==> src/abrzc_pkg.sv <==
`timescale 1ns / 1ps
`default_nettype none

package abrzc_pkg;

    // Fixed widths of the sample path and of the bucket bookkeeping.
    localparam int SAMPLE_BITS = 16;
    localparam int MAX_BUCKETS = 4096;
    localparam int SUM_W       = 54;
    localparam int CNT_W       = 24;
    localparam int IDX_W       = 12;
    localparam int DONE_W      = 13;
    localparam int OUT_W       = 16;
    localparam int CFG_IDX_W   = 2;
    localparam int CFG_DATA_W  = 24;

    // Configuration register indexes.
    localparam logic [CFG_IDX_W-1:0] CFG_STEREO = 2'd0;
    localparam logic [CFG_IDX_W-1:0] CFG_LENGTH = 2'd1;
    localparam logic [CFG_IDX_W-1:0] CFG_TOTAL  = 2'd2;

    // 0.7 in Q0.16.
    localparam logic [15:0] FRAC_POINT_SEVEN = 16'd45875;

    typedef struct packed {
        logic [SUM_W-1:0] square_sum;
        logic [CNT_W-1:0] crossings;
        logic [CNT_W-1:0] count;
        logic [IDX_W-1:0] index;
    } t_job;

    typedef struct packed {
        logic [IDX_W-1:0] bucket_index;
        logic [OUT_W-1:0] amplitude;
        logic [OUT_W-1:0] low_band;
        logic [OUT_W-1:0] mid_band;
        logic [OUT_W-1:0] high_band;
    } t_result;

endpackage

`default_nettype wire

==> src/abrzc_in_if.sv <==
`timescale 1ns / 1ps
`default_nettype none

interface abrzc_in_if;
    logic                                valid;
    logic                                ready;
    logic signed [abrzc_pkg::SAMPLE_BITS-1:0] left_sample;
    logic signed [abrzc_pkg::SAMPLE_BITS-1:0] right_sample;

    modport source (output valid, output left_sample, output right_sample, input ready);
    modport sink (input valid, input left_sample, input right_sample, output ready);
endinterface

`default_nettype wire

==> src/abrzc_out_if.sv <==
`timescale 1ns / 1ps
`default_nettype none

interface abrzc_out_if;
    logic                          valid;
    logic                          ready;
    logic [abrzc_pkg::IDX_W-1:0]   bucket_index;
    logic [abrzc_pkg::OUT_W-1:0]   amplitude;
    logic [abrzc_pkg::OUT_W-1:0]   low_band;
    logic [abrzc_pkg::OUT_W-1:0]   mid_band;
    logic [abrzc_pkg::OUT_W-1:0]   high_band;

    modport source (
        output valid, output bucket_index, output amplitude, output low_band,
        output mid_band, output high_band, input ready
    );
    modport sink (
        input valid, input bucket_index, input amplitude, input low_band,
        input mid_band, input high_band, output ready
    );
endinterface

`default_nettype wire

==> src/audio_bucket_rms_zero_crossing.sv <==
`timescale 1ns / 1ps
`default_nettype none

// Bucketed loudness and zero-crossing analyser for 16-bit PCM audio. Each request carries one
// frame; in stereo mode the two channels are mixed to mono as floor((L+R)/2), otherwise the
// left sample is used alone. Mono samples are gathered into buckets of bucket_length samples,
// and for each full bucket one result is sent: the bucket number, the amplitude (three times
// the RMS, saturated to Q0.16), and three band levels derived from the amplitude and the
// zero-crossing rate. Once bucket_total buckets have been produced, further frames are
// accepted and dropped until the total is raised or the block is reset; a dropped frame leaves
// the block idle for the next request. Configuration must be written only while the block is
// idle; the block itself does not enforce this. A frame that does not close a bucket passes
// through accept, square and accumulate before the next request is taken. A frame that closes
// a bucket then waits on the shared compare-and-subtract unit: 32 steps of the mean-square
// division, 16 of the square root and 16 of the crossing-rate division, with a set-up step
// before each division, then the band levels on the shared multiplier and a final step to
// hand the result to the output register. While the previous result still waits in the
// output register, the input is held off for longer. Saturated amplitudes or crossing rates
// skip their steps and finish sooner.

module audio_bucket_rms_zero_crossing (
    input  logic                                  i_clk,
    input  logic                                  i_rst_n,
    input  logic                                  i_cfg_we,
    input  logic [abrzc_pkg::CFG_IDX_W-1:0]       i_cfg_idx,
    input  logic [abrzc_pkg::CFG_DATA_W-1:0]      i_cfg_data,
    abrzc_in_if.sink                              i_in,
    abrzc_out_if.source                           o_out
);

    typedef enum logic [3:0] {
        ST_IDLE   = 4'b0001,
        ST_SQUARE = 4'b0010,
        ST_ACCUM  = 4'b0100,
        ST_WAIT   = 4'b1000
    } t_state;

    localparam logic [abrzc_pkg::DONE_W-1:0] MAX_TOTAL =
        abrzc_pkg::DONE_W'(abrzc_pkg::MAX_BUCKETS);

    // Configuration registers.
    logic                            r_stereo;
    logic [abrzc_pkg::CNT_W-1:0]     r_len;
    logic [abrzc_pkg::DONE_W-1:0]    r_total;

    // Bucket state.
    t_state                          r_state;
    logic [abrzc_pkg::SUM_W-1:0]     r_sum;
    logic [abrzc_pkg::CNT_W-1:0]     r_cross;
    logic [abrzc_pkg::CNT_W-1:0]     r_pos;
    logic signed [15:0]              r_prev;
    logic [abrzc_pkg::DONE_W-1:0]    r_done;

    // Per-frame pipeline registers.
    logic signed [15:0]              r_mono;
    logic [30:0]                     r_sq;

    // Output register.
    logic                            r_out_valid;
    abrzc_pkg::t_result              r_out;

    logic                            in_acc;
    logic [abrzc_pkg::DONE_W-1:0]    total_eff;
    logic [abrzc_pkg::CNT_W-1:0]     len_eff;
    logic signed [16:0]              mix;
    logic signed [15:0]              mono;
    logic signed [31:0]              sq_full;
    logic                            cross_now;
    logic [abrzc_pkg::SUM_W-1:0]     n_sum;
    logic [abrzc_pkg::CNT_W-1:0]     n_pos;
    logic                            bucket_end;

    logic                            eng_start;
    abrzc_pkg::t_job                 eng_job;
    logic                            eng_valid;
    abrzc_pkg::t_result              eng_res;
    logic                            res_load;

    // A request is only taken between frames; each accepted frame runs to completion.
    assign i_in.ready = (r_state == ST_IDLE);
    assign in_acc     = i_in.valid && i_in.ready;

    // A zero length behaves as one, and the total is capped at the bucket limit.
    assign total_eff = (r_total > MAX_TOTAL) ? MAX_TOTAL : r_total;
    assign len_eff   = (r_len == '0) ? abrzc_pkg::CNT_W'(1) : r_len;

    // The arithmetic shift of the 17-bit sum gives floor((L+R)/2), which always fits 16 bits.
    assign mix  = {i_in.left_sample[15], i_in.left_sample}
                + {i_in.right_sample[15], i_in.right_sample};
    assign mono = r_stereo ? mix[16:1] : i_in.left_sample;

    assign sq_full = $signed({{16{r_mono[15]}}, r_mono}) * $signed({{16{r_mono[15]}}, r_mono});

    // A crossing is a change between positive and non-positive; the first sample of a bucket
    // has no neighbour and never counts.
    assign cross_now = (r_pos != '0)
                    && ((!r_mono[15] && (r_mono != '0)) != (!r_prev[15] && (r_prev != '0)));

    assign n_sum      = r_sum + {23'd0, r_sq};
    assign n_pos      = r_pos + abrzc_pkg::CNT_W'(1);
    assign bucket_end = (n_pos >= len_eff);

    assign eng_start         = (r_state == ST_ACCUM) && bucket_end;
    assign eng_job.square_sum = n_sum;
    assign eng_job.crossings  = r_cross;
    assign eng_job.count      = n_pos;
    assign eng_job.index      = r_done[abrzc_pkg::IDX_W-1:0];

    assign res_load = eng_valid && (!r_out_valid || o_out.ready);

    abrzc_engine u_engine (
        .i_clk       (i_clk),
        .i_rst_n     (i_rst_n),
        .i_start     (eng_start),
        .i_job       (eng_job),
        .o_res_valid (eng_valid),
        .o_res       (eng_res),
        .i_res_ready (res_load)
    );

    // Configuration writes to an index outside the register list are dropped.
    always_ff @(posedge i_clk) begin
        if (!i_rst_n) begin
            r_stereo <= 1'b0;
            r_len    <= abrzc_pkg::CNT_W'(1);
            r_total  <= abrzc_pkg::DONE_W'(2048);
        end else if (i_cfg_we) begin
            unique case (i_cfg_idx)
                abrzc_pkg::CFG_STEREO: r_stereo <= i_cfg_data[0];
                abrzc_pkg::CFG_LENGTH: r_len    <= i_cfg_data;
                abrzc_pkg::CFG_TOTAL:  r_total  <= i_cfg_data[abrzc_pkg::DONE_W-1:0];
                default: begin
                end
            endcase
        end
    end

    always_ff @(posedge i_clk) begin
        if (!i_rst_n) begin
            r_state <= ST_IDLE;
            r_sum   <= '0;
            r_cross <= '0;
            r_pos   <= '0;
            r_prev  <= '0;
            r_done  <= '0;
        end else begin
            unique case (r_state)
                ST_IDLE: begin
                    // Once the bucket total is reached the frame is taken and dropped.
                    if (in_acc && (r_done < total_eff)) begin
                        r_state <= ST_SQUARE;
                    end
                end
                ST_SQUARE: begin
                    if (cross_now) begin
                        r_cross <= r_cross + abrzc_pkg::CNT_W'(1);
                    end
                    r_prev  <= r_mono;
                    r_state <= ST_ACCUM;
                end
                ST_ACCUM: begin
                    if (bucket_end) begin
                        r_sum   <= '0;
                        r_cross <= '0;
                        r_pos   <= '0;
                        r_done  <= r_done + abrzc_pkg::DONE_W'(1);
                        r_state <= ST_WAIT;
                    end else begin
                        r_sum   <= n_sum;
                        r_pos   <= n_pos;
                        r_state <= ST_IDLE;
                    end
                end
                ST_WAIT: begin
                    if (res_load) begin
                        r_state <= ST_IDLE;
                    end
                end
                default: begin
                    r_state <= ST_IDLE;
                end
            endcase
        end
    end

    always_ff @(posedge i_clk) begin
        if (in_acc) begin
            r_mono <= mono;
        end
        if (r_state == ST_SQUARE) begin
            r_sq <= sq_full[30:0];
        end
        if (res_load) begin
            r_out <= eng_res;
        end
    end

    always_ff @(posedge i_clk) begin
        if (!i_rst_n) begin
            r_out_valid <= 1'b0;
        end else if (res_load) begin
            r_out_valid <= 1'b1;
        end else if (o_out.ready) begin
            r_out_valid <= 1'b0;
        end
    end

    assign o_out.valid        = r_out_valid;
    assign o_out.bucket_index = r_out.bucket_index;
    assign o_out.amplitude    = r_out.amplitude;
    assign o_out.low_band     = r_out.low_band;
    assign o_out.mid_band     = r_out.mid_band;
    assign o_out.high_band    = r_out.high_band;

endmodule

`default_nettype wire

==> src/abrzc_engine.sv <==
`timescale 1ns / 1ps
`default_nettype none

module abrzc_engine (
    input  logic               i_clk,
    input  logic               i_rst_n,
    input  logic               i_start,
    input  abrzc_pkg::t_job    i_job,
    output logic               o_res_valid,
    output abrzc_pkg::t_result o_res,
    input  logic               i_res_ready
);

    typedef enum logic [10:0] {
        E_IDLE  = 11'b000_0000_0001,
        E_PREP  = 11'b000_0000_0010,
        E_DIVX  = 11'b000_0000_0100,
        E_SQRT  = 11'b000_0000_1000,
        E_FPREP = 11'b000_0001_0000,
        E_DIVF  = 11'b000_0010_0000,
        E_MUL0  = 11'b000_0100_0000,
        E_MUL1  = 11'b000_1000_0000,
        E_MUL2  = 11'b001_0000_0000,
        E_MUL3  = 11'b010_0000_0000,
        E_DONE  = 11'b100_0000_0000
    } t_estate;

    t_estate r_state;
    logic [4:0] r_step;

    logic [abrzc_pkg::SUM_W-1:0] r_sum;
    logic [abrzc_pkg::CNT_W-1:0] r_cross;
    logic [abrzc_pkg::CNT_W-1:0] r_n;
    logic [abrzc_pkg::IDX_W-1:0] r_index;
    logic [abrzc_pkg::CNT_W-1:0] r_rem;
    logic [31:0]                 r_q;
    logic [15:0]                 r_root;
    logic                        r_fsat;
    logic [49:0]                 r_prod;
    logic [32:0]                 r_w;
    logic [15:0]                 r_high;
    logic [15:0]                 r_low;

    logic [59:0] dvd;
    logic        x_sat;
    logic [27:0] ten_c;
    logic        f_sat;
    logic [16:0] f17;

    logic [25:0] su_a;
    logic [25:0] su_b;
    logic [26:0] su_x;
    logic [25:0] su_diff;
    logic        su_ge;

    logic [16:0] mul_a;
    logic [32:0] mul_b;
    logic [49:0] mul_p;

    // 36 times the sum of squares; the quotient by n saturates once it reaches 2^32.
    assign dvd   = {1'b0, r_sum, 5'd0} + {4'd0, r_sum, 2'd0};
    assign x_sat = dvd[59:32] >= {4'd0, r_n};

    assign ten_c = {1'b0, r_cross, 3'd0} + {3'd0, r_cross, 1'b0};
    assign f_sat = ten_c >= {4'd0, r_n};
    assign f17   = r_fsat ? 17'h10000 : {1'b0, r_q[15:0]};

    // The one compare-and-subtract unit, shared by both divisions and the square root.
    always_comb begin
        if (r_state == E_SQRT) begin
            su_a = {r_rem, r_q[31:30]};
            su_b = {8'd0, r_root, 2'b01};
        end else begin
            su_a = {1'b0, r_rem, r_q[31]};
            su_b = {2'd0, r_n};
        end
    end

    assign su_x    = {1'b0, su_a} - {1'b0, su_b};
    assign su_diff = su_x[25:0];
    assign su_ge   = ~su_x[26];

    always_comb begin
        mul_a = {1'b0, r_root};
        mul_b = r_w;
        case (r_state)
            E_MUL0: begin
                mul_a = f17;
                mul_b = {17'd0, abrzc_pkg::FRAC_POINT_SEVEN};
            end
            E_MUL1: begin
                mul_b = {16'd0, f17};
            end
            default: begin
            end
        endcase
    end

    assign mul_p = {33'd0, mul_a} * {17'd0, mul_b};

    always_ff @(posedge i_clk) begin
        if (!i_rst_n) begin
            r_state <= E_IDLE;
            r_step  <= '0;
        end else begin
            unique case (r_state)
                E_IDLE: begin
                    if (i_start) begin
                        r_state <= E_PREP;
                    end
                end
                E_PREP: begin
                    r_step  <= 5'd31;
                    r_state <= x_sat ? E_FPREP : E_DIVX;
                end
                E_DIVX: begin
                    if (r_step == '0) begin
                        r_step  <= 5'd15;
                        r_state <= E_SQRT;
                    end else begin
                        r_step <= r_step - 5'd1;
                    end
                end
                E_SQRT: begin
                    if (r_step == '0) begin
                        r_state <= E_FPREP;
                    end else begin
                        r_step <= r_step - 5'd1;
                    end
                end
                E_FPREP: begin
                    r_step  <= 5'd15;
                    r_state <= f_sat ? E_MUL0 : E_DIVF;
                end
                E_DIVF: begin
                    if (r_step == '0) begin
                        r_state <= E_MUL0;
                    end else begin
                        r_step <= r_step - 5'd1;
                    end
                end
                E_MUL0: begin
                    r_state <= E_MUL1;
                end
                E_MUL1: begin
                    r_state <= E_MUL2;
                end
                E_MUL2: begin
                    r_state <= E_MUL3;
                end
                E_MUL3: begin
                    r_state <= E_DONE;
                end
                E_DONE: begin
                    if (i_res_ready) begin
                        r_state <= E_IDLE;
                    end
                end
                default: begin
                    r_state <= E_IDLE;
                end
            endcase
        end
    end

    always_ff @(posedge i_clk) begin
        unique case (r_state)
            E_IDLE: begin
                if (i_start) begin
                    r_sum   <= i_job.square_sum;
                    r_cross <= i_job.crossings;
                    r_n     <= i_job.count;
                    r_index <= i_job.index;
                end
            end
            E_PREP: begin
                if (x_sat) begin
                    r_root <= 16'hFFFF;
                end else begin
                    r_rem <= dvd[55:32];
                    r_q   <= dvd[31:0];
                end
            end
            E_DIVX: begin
                r_q <= {r_q[30:0], su_ge};
                if (r_step == '0) begin
                    r_rem  <= '0;
                    r_root <= '0;
                end else begin
                    r_rem <= su_ge ? su_diff[23:0] : su_a[23:0];
                end
            end
            E_SQRT: begin
                r_rem  <= su_ge ? su_diff[23:0] : su_a[23:0];
                r_q    <= {r_q[29:0], 2'b00};
                r_root <= {r_root[14:0], su_ge};
            end
            E_FPREP: begin
                r_fsat <= f_sat;
                r_rem  <= ten_c[23:0];
                r_q    <= '0;
            end
            E_DIVF: begin
                r_rem <= su_ge ? su_diff[23:0] : su_a[23:0];
                r_q   <= {r_q[30:0], su_ge};
            end
            E_MUL0: begin
                r_prod <= mul_p;
            end
            E_MUL1: begin
                r_w    <= 33'h1_0000_0000 - r_prod[32:0];
                r_prod <= mul_p;
            end
            E_MUL2: begin
                r_high <= r_prod[31:16];
                r_prod <= mul_p;
            end
            E_MUL3: begin
                r_low <= r_prod[47:32];
            end
            default: begin
            end
        endcase
    end

    assign o_res_valid        = (r_state == E_DONE);
    assign o_res.bucket_index = r_index;
    assign o_res.amplitude    = r_root;
    assign o_res.low_band     = r_low;
    assign o_res.mid_band     = {1'b0, r_root[15:1]};
    assign o_res.high_band    = r_high;

endmodule

`default_nettype wire

==> src/flat_wrapper.sv <==
// flat-port wrapper written by rule: the top's interface ports become plain ports
module audio_bucket_rms_zero_crossing_flat 
  (i_clk, i_rst_n, i_cfg_we, i_cfg_idx, i_cfg_data, i_in_valid, i_in_left_sample, i_in_right_sample, i_in_ready, o_out_valid, o_out_bucket_index, o_out_amplitude, o_out_low_band, o_out_mid_band, o_out_high_band, o_out_ready);
  abrzc_in_if i_in_i ();
  abrzc_out_if o_out_i ();
  input  logic i_clk;
  input  logic i_rst_n;
  input  logic i_cfg_we;
  input  logic [abrzc_pkg::CFG_IDX_W-1:0] i_cfg_idx;
  input  logic [abrzc_pkg::CFG_DATA_W-1:0] i_cfg_data;
  input wire logic [$bits(i_in_i.valid)-1:0] i_in_valid;
  input wire logic [$bits(i_in_i.left_sample)-1:0] i_in_left_sample;
  input wire logic [$bits(i_in_i.right_sample)-1:0] i_in_right_sample;
  output wire logic [$bits(i_in_i.ready)-1:0] i_in_ready;
  output wire logic [$bits(o_out_i.valid)-1:0] o_out_valid;
  output wire logic [$bits(o_out_i.bucket_index)-1:0] o_out_bucket_index;
  output wire logic [$bits(o_out_i.amplitude)-1:0] o_out_amplitude;
  output wire logic [$bits(o_out_i.low_band)-1:0] o_out_low_band;
  output wire logic [$bits(o_out_i.mid_band)-1:0] o_out_mid_band;
  output wire logic [$bits(o_out_i.high_band)-1:0] o_out_high_band;
  input wire logic [$bits(o_out_i.ready)-1:0] o_out_ready;
  assign i_in_i.valid = i_in_valid;
  assign i_in_i.left_sample = i_in_left_sample;
  assign i_in_i.right_sample = i_in_right_sample;
  assign i_in_ready = i_in_i.ready;
  assign o_out_valid = o_out_i.valid;
  assign o_out_bucket_index = o_out_i.bucket_index;
  assign o_out_amplitude = o_out_i.amplitude;
  assign o_out_low_band = o_out_i.low_band;
  assign o_out_mid_band = o_out_i.mid_band;
  assign o_out_high_band = o_out_i.high_band;
  assign o_out_i.ready = o_out_ready;
  audio_bucket_rms_zero_crossing u_core (.i_clk(i_clk), .i_rst_n(i_rst_n), .i_cfg_we(i_cfg_we), .i_cfg_idx(i_cfg_idx), .i_cfg_data(i_cfg_data), .i_in(i_in_i), .o_out(o_out_i));
endmodule
==> config.mk <==
export PLATFORM = sky130hd
export DESIGN_NAME = audio_bucket_rms_zero_crossing_flat
export DESIGN_NICKNAME = d
export VERILOG_FILES = /design/src/abrzc_pkg.sv /design/src/abrzc_in_if.sv /design/src/abrzc_out_if.sv /design/src/audio_bucket_rms_zero_crossing.sv /design/src/abrzc_engine.sv /design/src/flat_wrapper.sv
export SDC_FILE = /design/constraint.sdc
export NUM_CORES = 2
export LEC_CHECK = 0
export BUFFER_PORTS_ARGS = -buffer_cell sky130_fd_sc_hd__buf_2
export CAP_MARGIN = 20
export CELL_PAD_IN_SITES_DETAIL_PLACEMENT = 0
export CELL_PAD_IN_SITES_GLOBAL_PLACEMENT = 1
export CORE_MARGIN = 1.5
export CORE_UTILIZATION = 52
export DETAILED_ROUTE_END_ITERATION = 12
export PLACE_DENSITY_LB_ADDON = 0.15
export SLEW_MARGIN = 20
export SYNTH_ARGS = -nofsm -noshare
export SYNTH_HDL_FRONTEND = slang
export SYNTH_SLANG_ARGS = --single-unit
==> constraint.sdc <==
create_clock -name i_clk -period 16.2 [get_ports i_clk]
set_input_delay 0.81 -clock i_clk [delete_from_list [all_inputs] [get_ports i_clk]]
set_output_delay 0.81 -clock i_clk [all_outputs]
set_load 0.05 [all_outputs]
==> results.yml <==
status:
  status: "complete, no violations"
timing:
  layout_setup_ws_ns: 6.29
  holdWs_ns: 0.379
  fin_crit_sh: 0.612
  finClkSkew_ns: 0.0425
  worstMarginPinSlew_ns: 1.17
  setup_violations: 0
  drv_slew: 0
  final_hold_viol_count: 0
  max_freq_ghz: 0.101
  tns_ns: 0
  maxSlewHeadroom: 0.215
  rsz0062_at_grt: "false"
  min_period_ns: 9.91
pwr:
  ir_drop_mv: 1.23
  cellLeakagePower_nw: 28.8
  p_per_area_nw_per_um2: 209
  combPwrFrac: 0.702
  p_seq_frac: 0.170
  switching_power_w: 0.00592
  p_int_w: 0.00743
  total_power_w: 0.0133
  p_sw_frac: 0.443
  pwr-share-clk: 0.129
detailed_routing:
  ant_nets: 0
  vias: 45100
  drt-pass1-iter-count: 7
  first_iter_violations: 3533
  viasPerCell: 5.67
  routed_wl_um: 170000
  routedWlPerCell_um: 21.4
  drc: 0
grt:
  grt_antenna_before_repair: 6
  grt_max_degree: 66
  grtUsageTotal: 0.299
  grt_pass1_vias: 45400
  gr-total-overflow: 0
  grt_pass1_wl_um: 266000
layout:
  final_cell_area_um2: 63800
  most-common-layout-cells: "inv_1, nand2_1, fa_1, nor2_1, ha_1"
  layout_commonest_cell: "inv_1"
  drive_gt1_frac: 0.0666
  area_growth_pct: 8.13
  nets: 7575
synth:
  ys_warn_count: 0
  synth_flop_cell: "edfxtp_1"
  synth_top_cell_area_share: 0.237
  syn_area_um2: 59000
  yosysSeqAreaShare: 0.271
  synth_edf_count: 406
  netlist_top_cells_area: "fa_1, edfxtp_1, ha_1"
  netlist.top_cell.by_area: "fa_1"
  ys_async_sr_fraction: 0
  synth_seq_cells: 596
  synth_area_per_cell_um2: 9.31
  postSynthCellCount: 6337
  synth_cell_types: 93
floorplanning:
  start_util: 0.525
  ios: 141
  core_area_um2: 112000
  dieHeight_um: 340
  die_w_um: 340
  die_area_um2: 116000
  rows: 123
setup_path:
  worst-r2r-setup-slack_ns: 6.29
  critical_path_arrival_ns: 10.31
  worst-r2r-cell-count: 28
  crit-reg2reg-launch: "u_core.u_engine.r_state[2]"
  cp.required_ns: 16.60
  critical_path_buf_inv_count: 5
  cpMostUsedCell: "fa_1"
  crit_fanout: 28
  start_kind: "flip-flop"
  cp-end-kind: "flip-flop"
  rr_endpoint: "u_core.u_engine.r_prod[43]"
  slowest_stage: "a22oi_1"
  crit_type: "reg -> reg"
  critPathMaxStageDelay_ns: 0.79
  critPathTopFamily: "adder cells"
  crit_path_start: "u_core.u_engine.r_state[2]"
clock_network:
  clock-sinks: 596
  cts-htree-levels: 3
  insertion_delay_ns: 0.67
  cts_tree: "built"
  clockRootBuffer: "clkbuf_16"
  clockBufferDepth: 3
  numCtsBuffers: 73
  clkTransAtPathRegs_ns: 0.06
  cts_resized: 0
  cts_setup_buffers: 0
  cts_hold_buf: 0
hold_path:
  min_from: "i_cfg_data[23]"
  min_to: "u_core.r_len[23]"
  hp-class: "in -> reg"
  hold_depth: 3
flow_run:
  maxCapViolations: 0
placed_design:
  numPortBuffers: 139
  hpwl_um: 133000
  place_congestion: 0.957
  pre_cts_slack_ns: 6.14
  place_area_um2: 61300
-- per-layer routing --
layer | GRT usage | share of wire
met2 | 0.468 | 0.45
met1 | 0.435 | 0.45
met5 | 0 | 0.000076
met3 | 0.0403 | 0.069
met4 | 0.0859 | 0.029
-- cell usage after synthesis, types with 38 or more instances --
cell type / n
nand3_1: 100
nor2b_1: 42
clkbuf_1: 222
fa_1: 700
nor3_1: 66
xor2_1: 113
a21o_1: 118
ha_1: 428
o21ai_0: 195
nand2b_1: 53
o21a_1: 39
a31oi_1: 38
and2_1: 88
nor2_1: 439
and3_1: 54
edfxtp_1: 406
a22oi_1: 58
a21oi_1: 313
dfxtp_1: 190
xnor2_1: 186
nand4_1: 48
nand2_1: 913
inv_1: 968
mux2i_1: 40
-- worst max-delay path by stage --
stage / end / slack (ns) / cells after the start
after global placement: u_core.u_engine.r_prod[47] / 6.33 / 28
after floorplan: u_core.u_engine.r_cross[0] / 7.64 / 15
final: u_core.u_engine.r_prod[43] / 6.29 / 28
after CTS: u_core.u_engine.r_prod[43] / 6.10 / 28
after global routing: u_core.u_engine.r_prod[47] / 5.79 / 26
after detailed placement: u_core.u_engine.r_prod[43] / 6.14 / 28
-- worst min-delay path: cells and delay by family --
family                 cells  cell delay, ns
AND/OR/NAND/NOR            1            0.04
buffers and inverters      1            0.09
AO/OA/AOI/OAI              1            0.05
-- through the flow --
stage	instances	util
after floorplan	6358	-
after global placement	7809	0.545
after detailed placement	7809	0.545
after CTS	7944	0.567
after global routing	7944	0.567
final	7945	0.567
-- logic make-up after synthesis --
family	after synthesis	synth area share
other	2	0.000127
DFF	596	0.271
muxes	53	0.00926
adders and majority gates	1128	0.328
buffers and inverters	1232	0.0797
xor gates and xnor gates	299	0.0444
AOI/OAI and AO/OA	1045	0.115
and+or+nand+nor	1982	0.152
-- power groups by stage --
stage / sequential [W] / clock [W] / combinational, W
after detailed placement: 0.00230 / 0 / 0.00948
after global placement: 0.00230 / 0 / 0.00932
after CTS: 0.00226 / 0.00175 / 0.00953
after floorplan: 0.00227 / 0 / 0.00737
after global routing: 0.00227 / 0.00181 / 0.0107
final: 0.00226 / 0.00172 / 0.00936
-- state kept, by name (all words and copies together) (netlist names), 24 cells and up --
register                 flops
u_core.r_len                24
u_core.u_engine.r_prod      48
u_core.u_engine.r_sum       54
u_core.r_sq                 30
u_core.r_cross              24
u_core.u_engine.r_w         33
u_core.u_engine.r_n         24
u_core.u_engine.r_cross     24
u_core.r_sum                54
u_core.u_engine.r_q         32
u_core.u_engine.r_rem       24
u_core.r_pos                24
-- area by class of cell --
| class | instances | area [um2] |
|---|---|---|
| multi-input cells | 4530 | 38500 |
| fillers | 10200 | 48700 |
| diodes | 1 | 2.50 |
| inverters | 969 | 3640 |
| clock buffers | 91 | 1920 |
| flip-flops and latches | 596 | 16000 |
| well taps | 1500 | 1880 |
| repair buffers | 214 | 1260 |
| clock inverters | 44 | 602 |
(Power assumes the default switching activity.)
